File: config.mk
export PLATFORM = sky130hd
export DESIGN_NAME = bitmap_text_sprite_layout_top
export DESIGN_NICKNAME = d
export VERILOG_FILES = /design/src/rtl/bts_pkg.sv /design/src/rtl/bts_cfg_regs.sv /design/src/rtl/bts_layout.sv /design/src/rtl/bitmap_text_sprite_layout_top.sv
export SDC_FILE = /design/constraint.sdc
export NUM_CORES = 1
export LEC_CHECK = 0
export BUFFER_PORTS_ARGS = -buffer_cell sky130_fd_sc_hd__buf_2
export CAP_MARGIN = 30
export CORE_ASPECT_RATIO = 0.8
export CORE_MARGIN = 1.5
export CORE_UTILIZATION = 45
export CTS_CLUSTER_DIAMETER = 50
export DETAILED_ROUTE_END_ITERATION = 8
export PLACE_DENSITY = 0.65
export SKIP_LAST_GASP = 1
export SYNTH_ARGS = -nofsm -noshare
export SYNTH_HDL_FRONTEND = slang
export SYNTH_SLANG_ARGS = --single-unit
File: constraint.sdc
create_clock -name clk -period 9.9 [get_ports clk]
set_clock_uncertainty 0.2 [all_clocks]
set_input_delay 1.485 -clock clk [delete_from_list [all_inputs] [get_ports clk]]
set_output_delay 1.485 -clock clk [all_outputs]
set_load 0.005 [all_outputs]
File: src/rtl/bts_pkg.sv
`timescale 1ns / 1ps
// ----------------------------------------------------------------------------
// bts_pkg
// Shared types, constants and the glyph width table for the text sprite layout.
// ----------------------------------------------------------------------------
package bts_pkg;

    localparam int POS_W       = 12;
    localparam int FONT_W      = 32;
    localparam int CODE_W      = 8;
    localparam int GLYPH_W     = 7;
    localparam int WIDTH_W     = 4;
    localparam int COLOUR_W    = 8;
    localparam int CFG_IDX_W   = 2;
    localparam int TEX_U_W     = 7;
    localparam int TEX_V_W     = 8;

    localparam int GLYPH_COUNT = 104;
    localparam int TABLE_DEPTH = 104;

    localparam logic [CFG_IDX_W-1:0] REG_ORIGIN_X  = 2'd0;
    localparam logic [CFG_IDX_W-1:0] REG_ORIGIN_Y  = 2'd1;
    localparam logic [CFG_IDX_W-1:0] REG_FONT_WORD = 2'd2;

    localparam logic [CODE_W-1:0] CODE_TAB   = 8'd9;
    localparam logic [CODE_W-1:0] CODE_LF    = 8'd10;
    localparam logic [CODE_W-1:0] CODE_CR    = 8'd13;
    localparam logic [CODE_W-1:0] CODE_SPACE = 8'd32;

    localparam logic [CODE_W-1:0] FIRST_GLYPH_CODE = 8'd32;
    localparam logic [CODE_W:0]   GLYPH_END_CODE   = 9'(32 + GLYPH_COUNT);

    localparam logic [POS_W-1:0] TAB_STEP   = 12'd64;
    localparam logic [POS_W-1:0] TAB_MASK   = 12'hfc0;
    localparam logic [POS_W-1:0] TAB_LIMIT  = 12'd512;
    localparam logic [POS_W-1:0] LINE_STEP  = 12'd12;
    localparam logic [POS_W-1:0] SPACE_STEP = 12'd6;

    localparam logic [GLYPH_W-1:0]  GREY_LOW   = 7'd96;
    localparam logic [GLYPH_W-1:0]  GREY_HIGH  = 7'd99;
    localparam logic [COLOUR_W-1:0] GREY       = 8'd128;
    localparam logic [TEX_U_W-1:0]  CELL_U     = 7'd12;
    localparam logic [TEX_V_W-1:0]  CELL_V     = 8'd12;

    localparam logic [WIDTH_W-1:0] GLYPH_WIDTHS [0:TABLE_DEPTH-1] = '{
        4'd5, 4'd2, 4'd7, 4'd7, 4'd7, 4'd10, 4'd9, 4'd5,
        4'd3, 4'd3, 4'd5, 4'd6, 4'd3, 4'd4, 4'd3, 4'd3,
        4'd7, 4'd5, 4'd7, 4'd7, 4'd8, 4'd7, 4'd7, 4'd6,
        4'd7, 4'd7, 4'd3, 4'd3, 4'd6, 4'd6, 4'd6, 4'd7,
        4'd9, 4'd9, 4'd7, 4'd7, 4'd7, 4'd7, 4'd6, 4'd8,
        4'd8, 4'd3, 4'd7, 4'd9, 4'd6, 4'd9, 4'd8, 4'd8,
        4'd7, 4'd8, 4'd8, 4'd7, 4'd9, 4'd8, 4'd9, 4'd11,
        4'd9, 4'd9, 4'd7, 4'd4, 4'd3, 4'd4, 4'd6, 4'd6,
        4'd3, 4'd7, 4'd7, 4'd7, 4'd7, 4'd7, 4'd6, 4'd7,
        4'd7, 4'd3, 4'd4, 4'd8, 4'd3, 4'd11, 4'd7, 4'd7,
        4'd7, 4'd7, 4'd5, 4'd6, 4'd5, 4'd7, 4'd7, 4'd11,
        4'd7, 4'd7, 4'd6, 4'd4, 4'd2, 4'd4, 4'd6, 4'd8,
        4'd12, 4'd12, 4'd12, 4'd12, 4'd11, 4'd11, 4'd11, 4'd11
    };

    typedef struct packed {
        logic [POS_W-1:0]  origin_x;
        logic [POS_W-1:0]  origin_y;
        logic [FONT_W-1:0] font_word;
    } cfg_t;

    typedef struct packed {
        logic [POS_W-1:0]    sprite_x;
        logic [POS_W-1:0]    sprite_y;
        logic [WIDTH_W-1:0]  glyph_width;
        logic [TEX_U_W-1:0]  tex_u;
        logic [TEX_V_W-1:0]  tex_v;
        logic [COLOUR_W-1:0] red;
        logic [COLOUR_W-1:0] green;
        logic [COLOUR_W-1:0] blue;
        logic                semi_transparent;
    } sprite_t;

    function automatic logic [WIDTH_W-1:0] glyph_width_f(input logic [GLYPH_W-1:0] g);
        logic [WIDTH_W-1:0] w;
        begin
            w = '0;
            if (int'(g) < TABLE_DEPTH)
            begin
                w = GLYPH_WIDTHS[g];
            end
            return w;
        end
    endfunction

endpackage

File: src/rtl/bts_cfg_regs.sv
`timescale 1ns / 1ps
// ----------------------------------------------------------------------------
// bts_cfg_regs
// Configuration register file: origin and font word, write only.
// ----------------------------------------------------------------------------
module bts_cfg_regs
    import bts_pkg::*;
(
    input  logic                 clk,
    input  logic                 rst_n,
    input  logic                 cfg_we,
    input  logic [CFG_IDX_W-1:0] cfg_index,
    input  logic [FONT_W-1:0]    cfg_data,
    output cfg_t                 cfg
);

    cfg_t cfg_reg;
    cfg_t cfg_next;

    always_comb
    begin
        cfg_next = cfg_reg;
        if (cfg_we)
        begin
            unique case (cfg_index)
                REG_ORIGIN_X:  cfg_next.origin_x  = cfg_data[POS_W-1:0];
                REG_ORIGIN_Y:  cfg_next.origin_y  = cfg_data[POS_W-1:0];
                REG_FONT_WORD: cfg_next.font_word = cfg_data;
                default:       cfg_next = cfg_reg;
            endcase
        end
    end

    always_ff @(posedge clk or negedge rst_n)
    begin
        if (!rst_n)
        begin
            cfg_reg <= '0;
        end
        else
        begin
            cfg_reg <= cfg_next;
        end
    end

    assign cfg = cfg_reg;

endmodule

File: src/rtl/bts_layout.sv
`timescale 1ns / 1ps
// ----------------------------------------------------------------------------
// bts_layout
// Input register, pen state, glyph decode and result register.
// ----------------------------------------------------------------------------
module bts_layout
    import bts_pkg::*;
(
    input  logic              clk,
    input  logic              rst_n,
    input  cfg_t              cfg,
    input  logic [CODE_W-1:0] char_code,
    input  logic              first_char,
    input  logic              in_valid,
    output logic              in_stall,
    output logic              out_valid,
    input  logic              out_stall,
    output sprite_t           res
);

    logic              s1_valid_reg;
    logic              s1_valid_next;
    logic [CODE_W-1:0] code_reg;
    logic              first_reg;
    logic [POS_W-1:0]  pen_x_reg;
    logic [POS_W-1:0]  pen_x_next;
    logic [POS_W-1:0]  pen_y_reg;
    logic [POS_W-1:0]  pen_y_next;
    logic              out_valid_reg;
    logic              out_valid_next;
    sprite_t           res_reg;
    sprite_t           res_next;

    logic [POS_W-1:0]   px;
    logic [POS_W-1:0]   py;
    logic [POS_W-1:0]   tab_x;
    logic [CODE_W-1:0]  g_full;
    logic [GLYPH_W-1:0] g;
    logic [WIDTH_W-1:0] w;
    logic               is_glyph;
    logic               tinted;
    logic               advance;
    logic               in_take;

    always_comb
    begin
        px       = first_reg ? cfg.origin_x : pen_x_reg;
        py       = first_reg ? cfg.origin_y : pen_y_reg;
        tab_x    = (px + TAB_STEP) & TAB_MASK;
        g_full   = code_reg - FIRST_GLYPH_CODE;
        g        = g_full[GLYPH_W-1:0];
        w        = glyph_width_f(g);
        is_glyph = (code_reg > FIRST_GLYPH_CODE) && ({1'b0, code_reg} < GLYPH_END_CODE);
        tinted   = (cfg.font_word != '0) && ((g < GREY_LOW) || (g > GREY_HIGH));

        pen_x_next = px;
        pen_y_next = py;
        priority if (code_reg == CODE_TAB)
        begin
            if (tab_x > TAB_LIMIT)
            begin
                pen_x_next = cfg.origin_x;
                pen_y_next = py + LINE_STEP;
            end
            else
            begin
                pen_x_next = tab_x;
            end
        end
        else if ((code_reg == CODE_LF) || (code_reg == CODE_CR))
        begin
            pen_x_next = cfg.origin_x;
            pen_y_next = py + LINE_STEP;
        end
        else if (code_reg == CODE_SPACE)
        begin
            pen_x_next = px + SPACE_STEP;
        end
        else if (is_glyph)
        begin
            pen_x_next = px + POS_W'(w) + POS_W'(1);
        end
        else
        begin
            pen_x_next = px;
        end

        res_next.sprite_x    = px;
        res_next.sprite_y    = py;
        res_next.glyph_width = w;
        res_next.tex_u       = TEX_U_W'(g[2:0]) * CELL_U;
        res_next.tex_v       = TEX_V_W'(g[GLYPH_W-1:3]) * CELL_V;
        if (tinted)
        begin
            res_next.red              = cfg.font_word[23:16];
            res_next.green            = cfg.font_word[15:8];
            res_next.blue             = cfg.font_word[7:0];
            res_next.semi_transparent = (cfg.font_word[31:24] != '0);
        end
        else
        begin
            res_next.red              = GREY;
            res_next.green            = GREY;
            res_next.blue             = GREY;
            res_next.semi_transparent = 1'b0;
        end
    end

    // advance the held item unless its sprite would overwrite a stalled result
    assign advance  = s1_valid_reg && (!is_glyph || !out_valid_reg || !out_stall);
    assign in_stall = s1_valid_reg && !advance;
    assign in_take  = in_valid && !in_stall;

    always_comb
    begin
        s1_valid_next = s1_valid_reg;
        if (in_take)
        begin
            s1_valid_next = 1'b1;
        end
        else if (advance)
        begin
            s1_valid_next = 1'b0;
        end

        out_valid_next = out_valid_reg;
        if (advance && is_glyph)
        begin
            out_valid_next = 1'b1;
        end
        else if (out_valid_reg && !out_stall)
        begin
            out_valid_next = 1'b0;
        end
    end

    always_ff @(posedge clk or negedge rst_n)
    begin
        if (!rst_n)
        begin
            s1_valid_reg  <= 1'b0;
            out_valid_reg <= 1'b0;
            pen_x_reg     <= '0;
            pen_y_reg     <= '0;
        end
        else
        begin
            s1_valid_reg  <= s1_valid_next;
            out_valid_reg <= out_valid_next;
            if (advance)
            begin
                pen_x_reg <= pen_x_next;
                pen_y_reg <= pen_y_next;
            end
        end
    end

    always_ff @(posedge clk)
    begin
        if (in_take)
        begin
            code_reg  <= char_code;
            first_reg <= first_char;
        end
        if (advance && is_glyph)
        begin
            res_reg <= res_next;
        end
    end

    assign out_valid = out_valid_reg;
    assign res       = res_reg;

endmodule

File: src/rtl/bitmap_text_sprite_layout_top.sv
`timescale 1ns / 1ps
// ----------------------------------------------------------------------------
// bitmap_text_sprite_layout_top
// Lays out a byte stream of text as glyph sprites from a running pen.
// ----------------------------------------------------------------------------
// Input channel: char_code and first_char, moved by in_valid / in_stall.
// Output channel: one sprite item per printable glyph, moved by out_valid /
// out_stall. Tab, LF, CR and space move the pen and give no item; codes
// without a glyph give nothing and leave the pen alone.
// Configuration: cfg_we, cfg_index, cfg_data write origin_x, origin_y and
// font_word; write only while no item is in flight.
// Path: a sprite passes the input register, then the result register, which
// drives the outputs. Throughput: one byte per cycle while in_stall is low,
// set by the single pen update between the two registers.
// Reset clears the pen, cfg and both valid flags, not the input or result
// register. While the receiver stalls, the result holds; the next byte still
// enters the input register, and a byte that gives no sprite still advances.
// in_stall rises only when a held glyph meets a full, stalled result register.
// ----------------------------------------------------------------------------
module bitmap_text_sprite_layout_top
    import bts_pkg::*;
(
    input  logic                 clk,
    input  logic                 rst_n,
    input  logic                 cfg_we,
    input  logic [CFG_IDX_W-1:0] cfg_index,
    input  logic [FONT_W-1:0]    cfg_data,
    input  logic [CODE_W-1:0]    char_code,
    input  logic                 first_char,
    input  logic                 in_valid,
    output logic                 in_stall,
    output logic [POS_W-1:0]     sprite_x,
    output logic [POS_W-1:0]     sprite_y,
    output logic [WIDTH_W-1:0]   glyph_width,
    output logic [TEX_U_W-1:0]   tex_u,
    output logic [TEX_V_W-1:0]   tex_v,
    output logic [COLOUR_W-1:0]  red,
    output logic [COLOUR_W-1:0]  green,
    output logic [COLOUR_W-1:0]  blue,
    output logic                 semi_transparent,
    output logic                 out_valid,
    input  logic                 out_stall
);

    cfg_t    cfg;
    sprite_t res;

    bts_cfg_regs u_cfg
    (
        .clk       (clk),
        .rst_n     (rst_n),
        .cfg_we    (cfg_we),
        .cfg_index (cfg_index),
        .cfg_data  (cfg_data),
        .cfg       (cfg)
    );

    bts_layout u_layout
    (
        .clk        (clk),
        .rst_n      (rst_n),
        .cfg        (cfg),
        .char_code  (char_code),
        .first_char (first_char),
        .in_valid   (in_valid),
        .in_stall   (in_stall),
        .out_valid  (out_valid),
        .out_stall  (out_stall),
        .res        (res)
    );

    assign sprite_x         = res.sprite_x;
    assign sprite_y         = res.sprite_y;
    assign glyph_width      = res.glyph_width;
    assign tex_u            = res.tex_u;
    assign tex_v            = res.tex_v;
    assign red              = res.red;
    assign green            = res.green;
    assign blue             = res.blue;
    assign semi_transparent = res.semi_transparent;

    a_no_stall_when_empty: assert property (@(posedge clk) disable iff (!rst_n)
        !out_valid |-> !in_stall)
        else $error("input stalled with an empty result register");

    a_stall_keeps_result: assert property (@(posedge clk) disable iff (!rst_n)
        in_stall |=> out_valid)
        else $error("result dropped while input was stalled");

    a_grey_not_translucent: assert property (@(posedge clk) disable iff (!rst_n)
        (out_valid && (tex_v == 8'd144) && (tex_u <= 7'd36)) |-> !semi_transparent)
        else $error("grey glyph marked semi-transparent");

endmodule
==> results.md, run 1 <==
- First-pass GRT wire length: 28300 um
- Synthesized area: 0.00788 sq mm
- Seq cells post-synth: 155
- Fin. Hold Viols: 0
- Via count: 5497
- Synth Warn #: 0
- Worst path top cell family by delay: flip-flops
- Setup WS pre-CTS: 5.61 ns
- Die Ht: 121 um
- # diodes: 0
- Remaining global-route overflow: 0
- Clock latency on the worst-skew pair: 0.43 ns
- Multi-input logic area: 0.00337 sq mm
- CTS Buf Count: 17
- Wire length per cell: 17.9 um
- Setup TNS: 0 ns
- Critical Path AT: 3.04 ns
- Vias in the first global route: 5261
- Post-synth EDFFs: 73
- Dpl cells: 974
- I/O pin cnt: 118
- Largest register FFs: 64
- PwrDens: 208 mW/mm^2
- Antenna Nets Post-Route: 0
- Core box area: 0.0172 sq mm
- IR drop worst, VDD: 0.118 mV
- Mapped Cells: 658
- CP max stage cell: edfxtp_1
- Clk sinks: 155
- Post-Route WL: 18000 um
- Net count, final: 848
- Non-filler cells, final: 1006
- Final Critical Period: 4.73 ns
- Critical path type: flip-flop to primary output
- Cts hold-fix bufs: 0
- Root Buffer: clkbuf_16
- Post-cts sizing count: 0
- Drt drc: 0
- Fmax: 212 MHz
- Crit-path max FO: 15
- GP Congestion: 0.878
- Largest net degree at the start of global routing: 55
- Total number of H-tree levels: 4
- Vias per cell: 5.46
- Status: finished clean
- Final period util: 0.478
- Mean Syn Cell Area: 12.0 sq um
- FF+latch area: 0.00424 sq mm
- Syn-to-layout area delta: 18.0%
- Type of origin of the critical path: flip-flop
- Async SR Flop Fraction: 0.529
- Final Max Slew Viols: 0
- Register area share after synthesis: 0.539
- Lkg Pwr: 3.87 nW
- DP HPWL: 12800 um
- Critical Path Sink Type: primary output
- Worst slew margin: 0.407
- Number of port buffers: 113
- Die area: 0.0183 sq mm
- Post-place instance area: 0.00867 sq mm
- Worst hold-check path type: flip-flop to flip-flop
- Yosys cell types: 70
- TritonCTS clock tree: done
- Initial Utilization: 0.457
- Clock transition at path regs: 0.07 ns
- Final setup violation count: 0
- Post-CTS Setup Inserts: 0
- Final Cell Area: 0.00929 sq mm
- DRT Pass-1 Iters: 5
- CTS max path bufs: 2
- CP bufs+invs: 2
- Antenna violations before repair: 0
- Total track usage: 0.207
- CP cell instances: clkinv_1 -> ha_1 -> nand2_1 -> a41o_1 -> nand3_1 -> nor2_1 -> buf_2
- Cell Rows: 43
- RSZ-0062 raised after global routing: no
- Initial DRC Count: 325
- Layout cell share with drive strength beyond 1: 0.310
- CP required: 8.22 ns
- Max-Cap Viols: 0
- Final WS setup: 5.17 ns
- Crit path largest cell delay: 0.72 ns
- Layout fillers: 1507
- Prevailing post-synth register cell: dfrtp_1
- Die width: 151 um
- Final Power: 1.93 mW
- Worst slew pin tran: 0.881 ns
## cell families after synthesis
kind of cell,Yosys count,synth area share
other cells,1,0.000476
buf+inv,65,0.0364
xor+xnor,21,0.0234
simple gates,178,0.115
fa+ha+maj,32,0.0527
compound gates,117,0.103
mux,89,0.130
flops,155,0.539
## per-stage QoR
step | utilization | hold WS, ns
2_1_floorplan | - | 0.242
5_1_grt | 0.540 | 0.316
4_1_cts | 0.540 | 0.286
6_report | 0.540 | 0.282
3_3_place_gp | 0.501 | 0.255
3_5_place_dp | 0.504 | 0.262
## cell usage after synthesis (10+ instances only)
cell type,n,area [sq um]
a21oi_1,29,145
and2_1,21,131
clkbuf_1,18,67.6
dfrtp_1,82,2050
edfxtp_1,73,2190
ha_1,30,375
inv_1,26,97.6
mux2_2,64,721
mux2i_1,20,200
nand2_1,50,188
nand3_1,10,50.1
nor2_1,39,146
nor4_1,11,68.8
o211ai_1,11,82.6
o21ai_0,22,110
xnor2_1,18,158
## cells in the final DEF, fill, tap and decap left out, types with 8 or more instances in the layout
master / netlist / layout
a21oi_1: 29 / 29
and2_1: 21 / 21
buf_2: 4 / 112
buf_4: 4 / 9
clkbuf_16: 0 / 18
dfrtp_1: 82 / 82
edfxtp_1: 73 / 73
ha_1: 30 / 30
inv_1: 26 / 26
mux2_2: 64 / 64
mux2i_1: 20 / 20
nand2_1: 50 / 50
nand3_1: 10 / 10
nand4_1: 9 / 9
nor2_1: 39 / 38
nor2b_1: 9 / 9
nor3_1: 8 / 8
nor4_1: 11 / 11
o211ai_1: 11 / 11
o21ai_0: 22 / 22
xnor2_1: 18 / 18
## power by group
| part | switching, mW | leakage (nW) | internal (mW) | total (mW) |
|---|---|---|---|---|
| sequential | 0.0710 | 1.66 | 0.791 | 0.862 |
| clock | 0.286 | 0.304 | 0.399 | 0.685 |
| combinational | 0.206 | 1.91 | 0.176 | 0.383 |
## worst min-delay path, cell delays in order (launching register included)
cell and delay [ns]:
dfrtp_1 0.34, nand2_1 0.05, o21ai_0 0.06
## path summary, 6_finish.rpt
check | to | slack (ns) | cells past startpoint | startpoint
worst max-delay path | in_stall | 5.17 | 7 | u_layout.code_reg[4]
worst min-delay path | u_layout.pen_y_reg[6] | 0.28 | 2 | u_layout.pen_y_reg[6]
worst max register to register | u_layout.pen_x_reg[6] | 5.55 | 18 | u_layout.code_reg[1]
worst min register to register | u_layout.pen_y_reg[6] | 0.28 | 2 | u_layout.pen_y_reg[6]
max in group asynchronous | u_cfg.cfg[21] | 7.64 | 2 | rst_n
min in group asynchronous | u_cfg.cfg[16] | 0.78 | 1 | rst_n
## layout make-up
class                           count  area share
Multi-Input combinational cell    441       0.362
Clock inverter                     13      0.0180
Inverter                           30      0.0121
Clock buffer                       19      0.0489
Timing Repair Buffer              123      0.0718
Sequential cell                   155       0.457
Tap cell                          225      0.0303
## routing by layer
metal / part of all wire / vias to the layer above / track usage
li1: - / 2614 / -
met1: 0.48 / 2678 / 0.298
met2: 0.45 / 187 / 0.309
met3: 0.062 / 18 / 0.0387
met4: 0.016 / 0 / 0.0777
met5: 0 / - / 0
No activity file was read; power rests on OpenSTA's default activity.
==> run 2: changes to the inputs <==
--- a/config.mk
+++ b/config.mk
@@ -5,6 +5,7 @@
 export SDC_FILE = /design/constraint.sdc
 export NUM_CORES = 1
 export LEC_CHECK = 0
+export ABC_AREA = 1
 export BUFFER_PORTS_ARGS = -buffer_cell sky130_fd_sc_hd__buf_2
 export CAP_MARGIN = 30
 export CORE_ASPECT_RATIO = 0.8
@@ -12,7 +13,7 @@
 export CORE_UTILIZATION = 45
 export CTS_CLUSTER_DIAMETER = 50
 export DETAILED_ROUTE_END_ITERATION = 8
-export PLACE_DENSITY = 0.65
+export PLACE_DENSITY = 0.68
 export SKIP_LAST_GASP = 1
 export SYNTH_ARGS = -nofsm -noshare
 export SYNTH_HDL_FRONTEND = slang
==> constraint.sdc (replaced) <==
create_clock -name clk -period 4.1 [get_ports clk]
set_clock_uncertainty 0.2 [all_clocks]
set_input_delay 0.615 -clock clk [delete_from_list [all_inputs] [get_ports clk]]
set_output_delay 0.615 -clock clk [all_outputs]
set_load 0.005 [all_outputs]
==> results.md, run 2 <==
- CP required: 4.23 ns
- Vias in the first global route: 6725
- Final setup violation count: 0
- Mean Syn Cell Area: 8.59 sq um
- Layout fillers: 1704
- Remaining global-route overflow: 0
- Lkg Pwr: 4.69 nW
- Hold slack: 0.107 ns
- CP max stage cell: edfxtp_1
- TritonCTS clock tree: done
- Worst slew pin tran: 0.878 ns
- Vias per cell: 5.19
- FF+latch area: 0.00424 sq mm
- Register area share after synthesis: 0.502
- Number of port buffers: 113
- Post-cts sizing count: 0
- Via count: 7101
- First-pass GRT wire length: 34600 um
- Synth Warn #: 0
- Worst slew margin: 0.414
- Top cell type's share of synthesized area: 0.259
- Syn-to-layout area delta: 17.1%
- Largest register FFs: 64
- Die Ht: 126 um
- Max-Cap Viols: 0
- Fin. Hold Viols: 0
- Die area: 0.0196 sq mm
- CP bufs+invs: 2
- Net count, final: 1181
- IR drop worst, VDD: 0.329 mV
- Drt drc: 0
- Yosys cell types: 52
- Type of origin of the critical path: flip-flop
- Critical Path AT: 3.83 ns
- Post-CTS Setup Inserts: 0
- CTS Buf Count: 17
- Die width: 156 um
- Cts hold-fix bufs: 0
- Antenna violations before repair: 1
- DRT Pass-1 Iters: 7
- Area contributors post-synth: edfxtp_1, dfrtp_1, nand2_1, inv_1, nor2_1
- Async SR Flop Fraction: 0.529
- Clk sinks: 155
- Largest net degree at the start of global routing: 65
- RSZ-0062 raised after global routing: no
- Synthesized area: 0.00846 sq mm
- Mapped Cells: 985
- Multi-input logic area: 0.00351 sq mm
- Seq cells post-synth: 155
- Final period util: 0.901
- Core box area: 0.0183 sq mm
- Initial DRC Count: 662
- GP Congestion: 0.900
- Prevailing post-synth register cell: dfrtp_1
- Critical path type: flip-flop to flip-flop
- Final Critical Period: 3.69 ns
- Root Buffer: clkbuf_16
- Total number of H-tree levels: 4
- Status: finished clean
- Top cells by count, synth: nand2_1, inv_1, nor2_1
- Crit path largest cell delay: 0.49 ns
- CP most frequent cell: nand2_1
- Clock transition at path regs: 0.07 ns
- Layout cell share with drive strength beyond 1: 0.203
- CP cell instances: buf_4 -> ha_1 -> or2_2 -> o211ai_1 -> nand3_1 -> o211ai_1 -> nand2_1 -> nor3_1 -> inv_1 -> fa_1 -> nor2_1 -> nor2_1 -> nor2_1 -> nand2_1 -> nand2_1 -> nand2_1 -> nand3_1 -> nand2_1 -> nand2_1 -> nand2_1 -> nand2_1 -> nand2_1
- Total track usage: 0.228
- Final Max Slew Viols: 0
- Worst path top cell family by delay: simple AND/OR/NAND/NOR gates
- Most common cell after layout, fill and taps aside: nand2_1
- Count leader, synth: nand2_1
- PwrDens: 476 mW/mm^2
- Worst hold-check path type: input port to async pin
- Cell Rows: 44
- DP HPWL: 14900 um
- Wire length per cell: 15.6 um
- Post-Route WL: 21400 um
- Commonest non-fill, non-tap cells in the layout: nand2_1, inv_1, buf_2
- Synth area leader: edfxtp_1
- Post-synth EDFFs: 73
- Initial Utilization: 0.463
- Crit-path max FO: 6
- Antenna Nets Post-Route: 0
- CTS max path bufs: 2
- Fmax: 271 MHz
- Setup TNS: 0 ns
- I/O pin cnt: 118
- Critical Path Sink Type: flip-flop
- Clock latency on the worst-skew pair: 0.43 ns
-- run 2: area by class of cell --
cell class | instances | area share
inverters | 133 | 0.0510
flip-flops and latches | 155 | 0.429
clock inverters | 15 | 0.0197
well taps | 253 | 0.0320
repair buffers | 129 | 0.0708
diodes | 1 | 0.000253
multi-input cells | 665 | 0.355
clock buffers | 17 | 0.0430
-- run 2: final timing paths --
kind,end,slack [ns],startpoint,cells after the start
worst max-delay path,u_layout.pen_x_reg[6],0.41,u_layout.code_reg[0],22
worst min-delay path,u_layout.pen_x_reg[7],0.11,rst_n,1
worst max register to register,u_layout.pen_x_reg[6],0.41,u_layout.code_reg[0],22
worst min register to register,u_layout.pen_y_reg[9],0.28,u_layout.pen_y_reg[9],2
max in group asynchronous,u_cfg.cfg[0],2.79,rst_n,2
min in group clk,u_layout.code_reg[1],0.15,char_code[1],1
-- run 2: layer usage --
metal | wire length, um | GRT usage
met5 | 0 | 0
met1 | 10000 | 0.329
met4 | 262 | 0.0627
met3 | 1460 | 0.0420
met2 | 9630 | 0.353
-- run 2: power by group --
group          switching, mW  internal (mW)
registers              0.114           1.88
clock network          0.733          0.937
logic                  0.686          0.358
total                   1.53           3.18
-- run 2: cell families after synthesis --
logic type,synth area share
DFF,0.502
adders and majority gates,0.0491
xor gates and xnor gates,0.00829
buffers and inverters,0.0848
AOI/OAI and AO/OA,0.105
and+or+nand+nor,0.250
other,0.000443
-- run 2: worst reg2reg max path: stages, from the launching register on --
cell and delay, ns:
edfxtp_1 0.49, buf_4 0.20, ha_1 0.27, or2_2 0.33, o211ai_1 0.13, nand3_1 0.11
o211ai_1 0.12, nand2_1 0.07, nor3_1 0.28, inv_1 0.11, fa_1 0.45, nor2_1 0.12
nor2_1 0.07, nor2_1 0.10, nand2_1 0.07, nand2_1 0.12, nand2_1 0.06, nand3_1 0.06
nand2_1 0.05, nand2_1 0.05, nand2_1 0.05, nand2_1 0.05, nand2_1 0.05
-- run 2: per-stage QoR --
step                 util  total power, mW  setup slack [ns]  std cells  area (sq um)
floorplan               -             2.74            0.0310        988          8470
global placement    0.506             3.04             0.408       1330          9240
detailed placement  0.506             3.05             0.365       1330          9240
CTS                 0.540             4.72             0.369       1362          9860
global route        0.542             4.96            0.0727       1368          9900
finish              0.542             4.71             0.406       1368          9900
==> run 3: changes to the inputs <==
--- a/config.mk
+++ b/config.mk
@@ -8,12 +8,14 @@
 export ABC_AREA = 1
 export BUFFER_PORTS_ARGS = -buffer_cell sky130_fd_sc_hd__buf_2
 export CAP_MARGIN = 30
+export CELL_PAD_IN_SITES_DETAIL_PLACEMENT = 1
+export CELL_PAD_IN_SITES_GLOBAL_PLACEMENT = 1
 export CORE_ASPECT_RATIO = 0.8
 export CORE_MARGIN = 1.5
-export CORE_UTILIZATION = 45
+export CORE_UTILIZATION = 39
 export CTS_CLUSTER_DIAMETER = 50
 export DETAILED_ROUTE_END_ITERATION = 8
-export PLACE_DENSITY = 0.68
+export PLACE_DENSITY_LB_ADDON = 0.1
 export SKIP_LAST_GASP = 1
 export SYNTH_ARGS = -nofsm -noshare
 export SYNTH_HDL_FRONTEND = slang
==> results.md, run 3 (synthesis results as in run 2) <==
- Critical Path Sink Type: flip-flop
- Fmax: 266 MHz
- First-pass GRT wire length: 39900 um
- Layout cell share with drive strength beyond 1: 0.204
- IR drop worst, VDD: 0.242 mV
- CP max stage cell: edfxtp_1
- Type of origin of the critical path: flip-flop
- Commonest non-fill, non-tap cells in the layout: nand2_1, inv_1, buf_2
- Setup TNS: 0 ns
- Root Buffer: clkbuf_16
- Syn-to-layout area delta: 17.5%
- Net count, final: 1183
- CTS max path bufs: 2
- Final Max Slew Viols: 0
- Remaining global-route overflow: 0
- GP Congestion: 0.902
- Number of port buffers: 113
- Die area: 0.0226 sq mm
- Vias in the first global route: 7271
- Via count: 7158
- CP required: 4.23 ns
- Non-filler cells, final: 1386
- Total track usage: 0.230
- Die Ht: 135 um
- Post-Route WL: 24700 um
- Largest register FFs: 64
- Clock transition at path regs: 0.08 ns
- Cell Rows: 47
- DRT Pass-1 Iters: 7
- Worst path top cell family by delay: simple AND/OR/NAND/NOR gates
- Fin. Hold Viols: 0
- Final period util: 0.918
- RSZ-0062 raised after global routing: no
- Antenna violations before repair: 0
- Antenna Nets Post-Route: 0
- CP most frequent cell: nand2_1
- Dpl cells: 1350
- Drt drc: 0
- Max-Cap Viols: 0
- I/O pin cnt: 118
- Worst slew pin tran: 0.836 ns
- PwrDens: 472 mW/mm^2
- CP cell instances: inv_1 -> ha_1 -> inv_1 -> nor2_1 -> o21ai_0 -> o21ai_0 -> o221ai_1 -> a21oi_1 -> nor3_1 -> ha_1 -> nand2_1 -> nand2_1 -> nor2_1 -> inv_1 -> nand3_1 -> nand2_1 -> o21ai_0 -> nand2_1 -> o21a_1
- Final WS setup: 0.336 ns
- Worst hold-check path type: input port to flip-flop
- Final Critical Period: 3.76 ns
- Total number of H-tree levels: 4
- Most common cell after layout, fill and taps aside: nand2_1
- CP bufs+invs: 3
- Critical Path AT: 3.89 ns
- Crit path largest cell delay: 0.50 ns
- Final setup violation count: 0
- Final Power: 4.69 mW
- Critical path type: flip-flop to flip-flop
- Crit-path max FO: 7
- Setup WS pre-CTS: 0.239 ns
- Die width: 168 um
- Wire length per cell: 17.8 um
- Core box area: 0.0210 sq mm
- Clock latency on the worst-skew pair: 0.44 ns
- Clk sinks: 155
- CTS Buf Count: 17
- Worst slew margin: 0.441
- DP HPWL: 17600 um
- Initial Utilization: 0.403
- TritonCTS clock tree: done
- Largest net degree at the start of global routing: 65
- Status: finished clean
- Vias per cell: 5.16
- Initial DRC Count: 468
- Util after Layout: 0.473
- Lkg Pwr: 4.69 nW
[run 3: cell types whose count changed in the layout (fill, tap and decap cells not counted), sizes merged]
cell	change
dlygate4sd3	+1
bufinv	-2
buf	+1
inv	-6
clkinv	+8
[run 3: report_power, final]
part           leakage (nW)  switching (mW)  total, mW  internal [mW]
logic                  2.73           0.717       1.08          0.358
clock network         0.299           0.787       1.62          0.830
registers              1.66           0.113       2.00           1.88
[run 3: worst reg2reg max path: stages (launching register included)]
cell,delay (ns)
edfxtp_1,0.50
inv_1,0.23
ha_1,0.35
inv_1,0.09
nor2_1,0.05
o21ai_0,0.15
o21ai_0,0.11
o221ai_1,0.20
a21oi_1,0.10
nor3_1,0.34
ha_1,0.34
nand2_1,0.07
nand2_1,0.05
nor2_1,0.18
inv_1,0.06
nand3_1,0.08
nand2_1,0.11
o21ai_0,0.17
nand2_1,0.08
o21a_1,0.19
[run 3: per-stage QoR]
step | instance area [sq um] | hold WS [ns]
global placement | 9280 | 0.265
detailed placement | 9280 | 0.265
finish | 9930 | 0.146
floorplan | 8470 | 0.119
global route | 9930 | 0.132
CTS | 9910 | 0.132
[run 3: layer usage]
| metal | GRT usage | vias to the layer above | wire length, um |
|---|---|---|---|
| met3 | 0.0352 | 31 | 831 |
| met2 | 0.361 | 156 | 11100 |
| li1 | - | 3467 | - |
| met4 | 0.0681 | 0 | 410 |
| met5 | 0 | - | 0 |
| met1 | 0.330 | 3504 | 12400 |
[run 3: layout make-up]
type,instances,area [sq um]
Fill cell,2507,11100
Clock inverter,15,196
Inverter,133,505
Sequential cell,155,4240
Antenna cell,1,2.50
Clock buffer,17,425
Multi-Input combinational cell,665,3520
Timing Repair Buffer,131,706
Tap cell,269,337
[run 3: final timing paths]
kind / startpoint / endpoint / slack, ns / depth (start not counted)
min in group asynchronous: rst_n / u_cfg.cfg[20] / 0.44 / 2
setup / recovery: u_layout.code_reg[1] / u_layout.pen_x_reg[4] / 0.34 / 19
setup reg to reg: u_layout.code_reg[1] / u_layout.pen_x_reg[4] / 0.34 / 19
hold reg to reg: u_cfg.cfg[41] / u_cfg.cfg[41] / 0.29 / 2
max in group asynchronous: rst_n / u_layout.pen_x_reg[5] / 2.44 / 3
hold / removal: char_code[3] / u_layout.code_reg[3] / 0.15 / 1
[run 3: what timing repair did]
item                                    CTS  global route
buffers inserted                          0             2
hold buffers                              1             0
endpoints found under the hold margin    27             0
endpoints found under the setup margin    0             4
gates resized for setup                   0             1
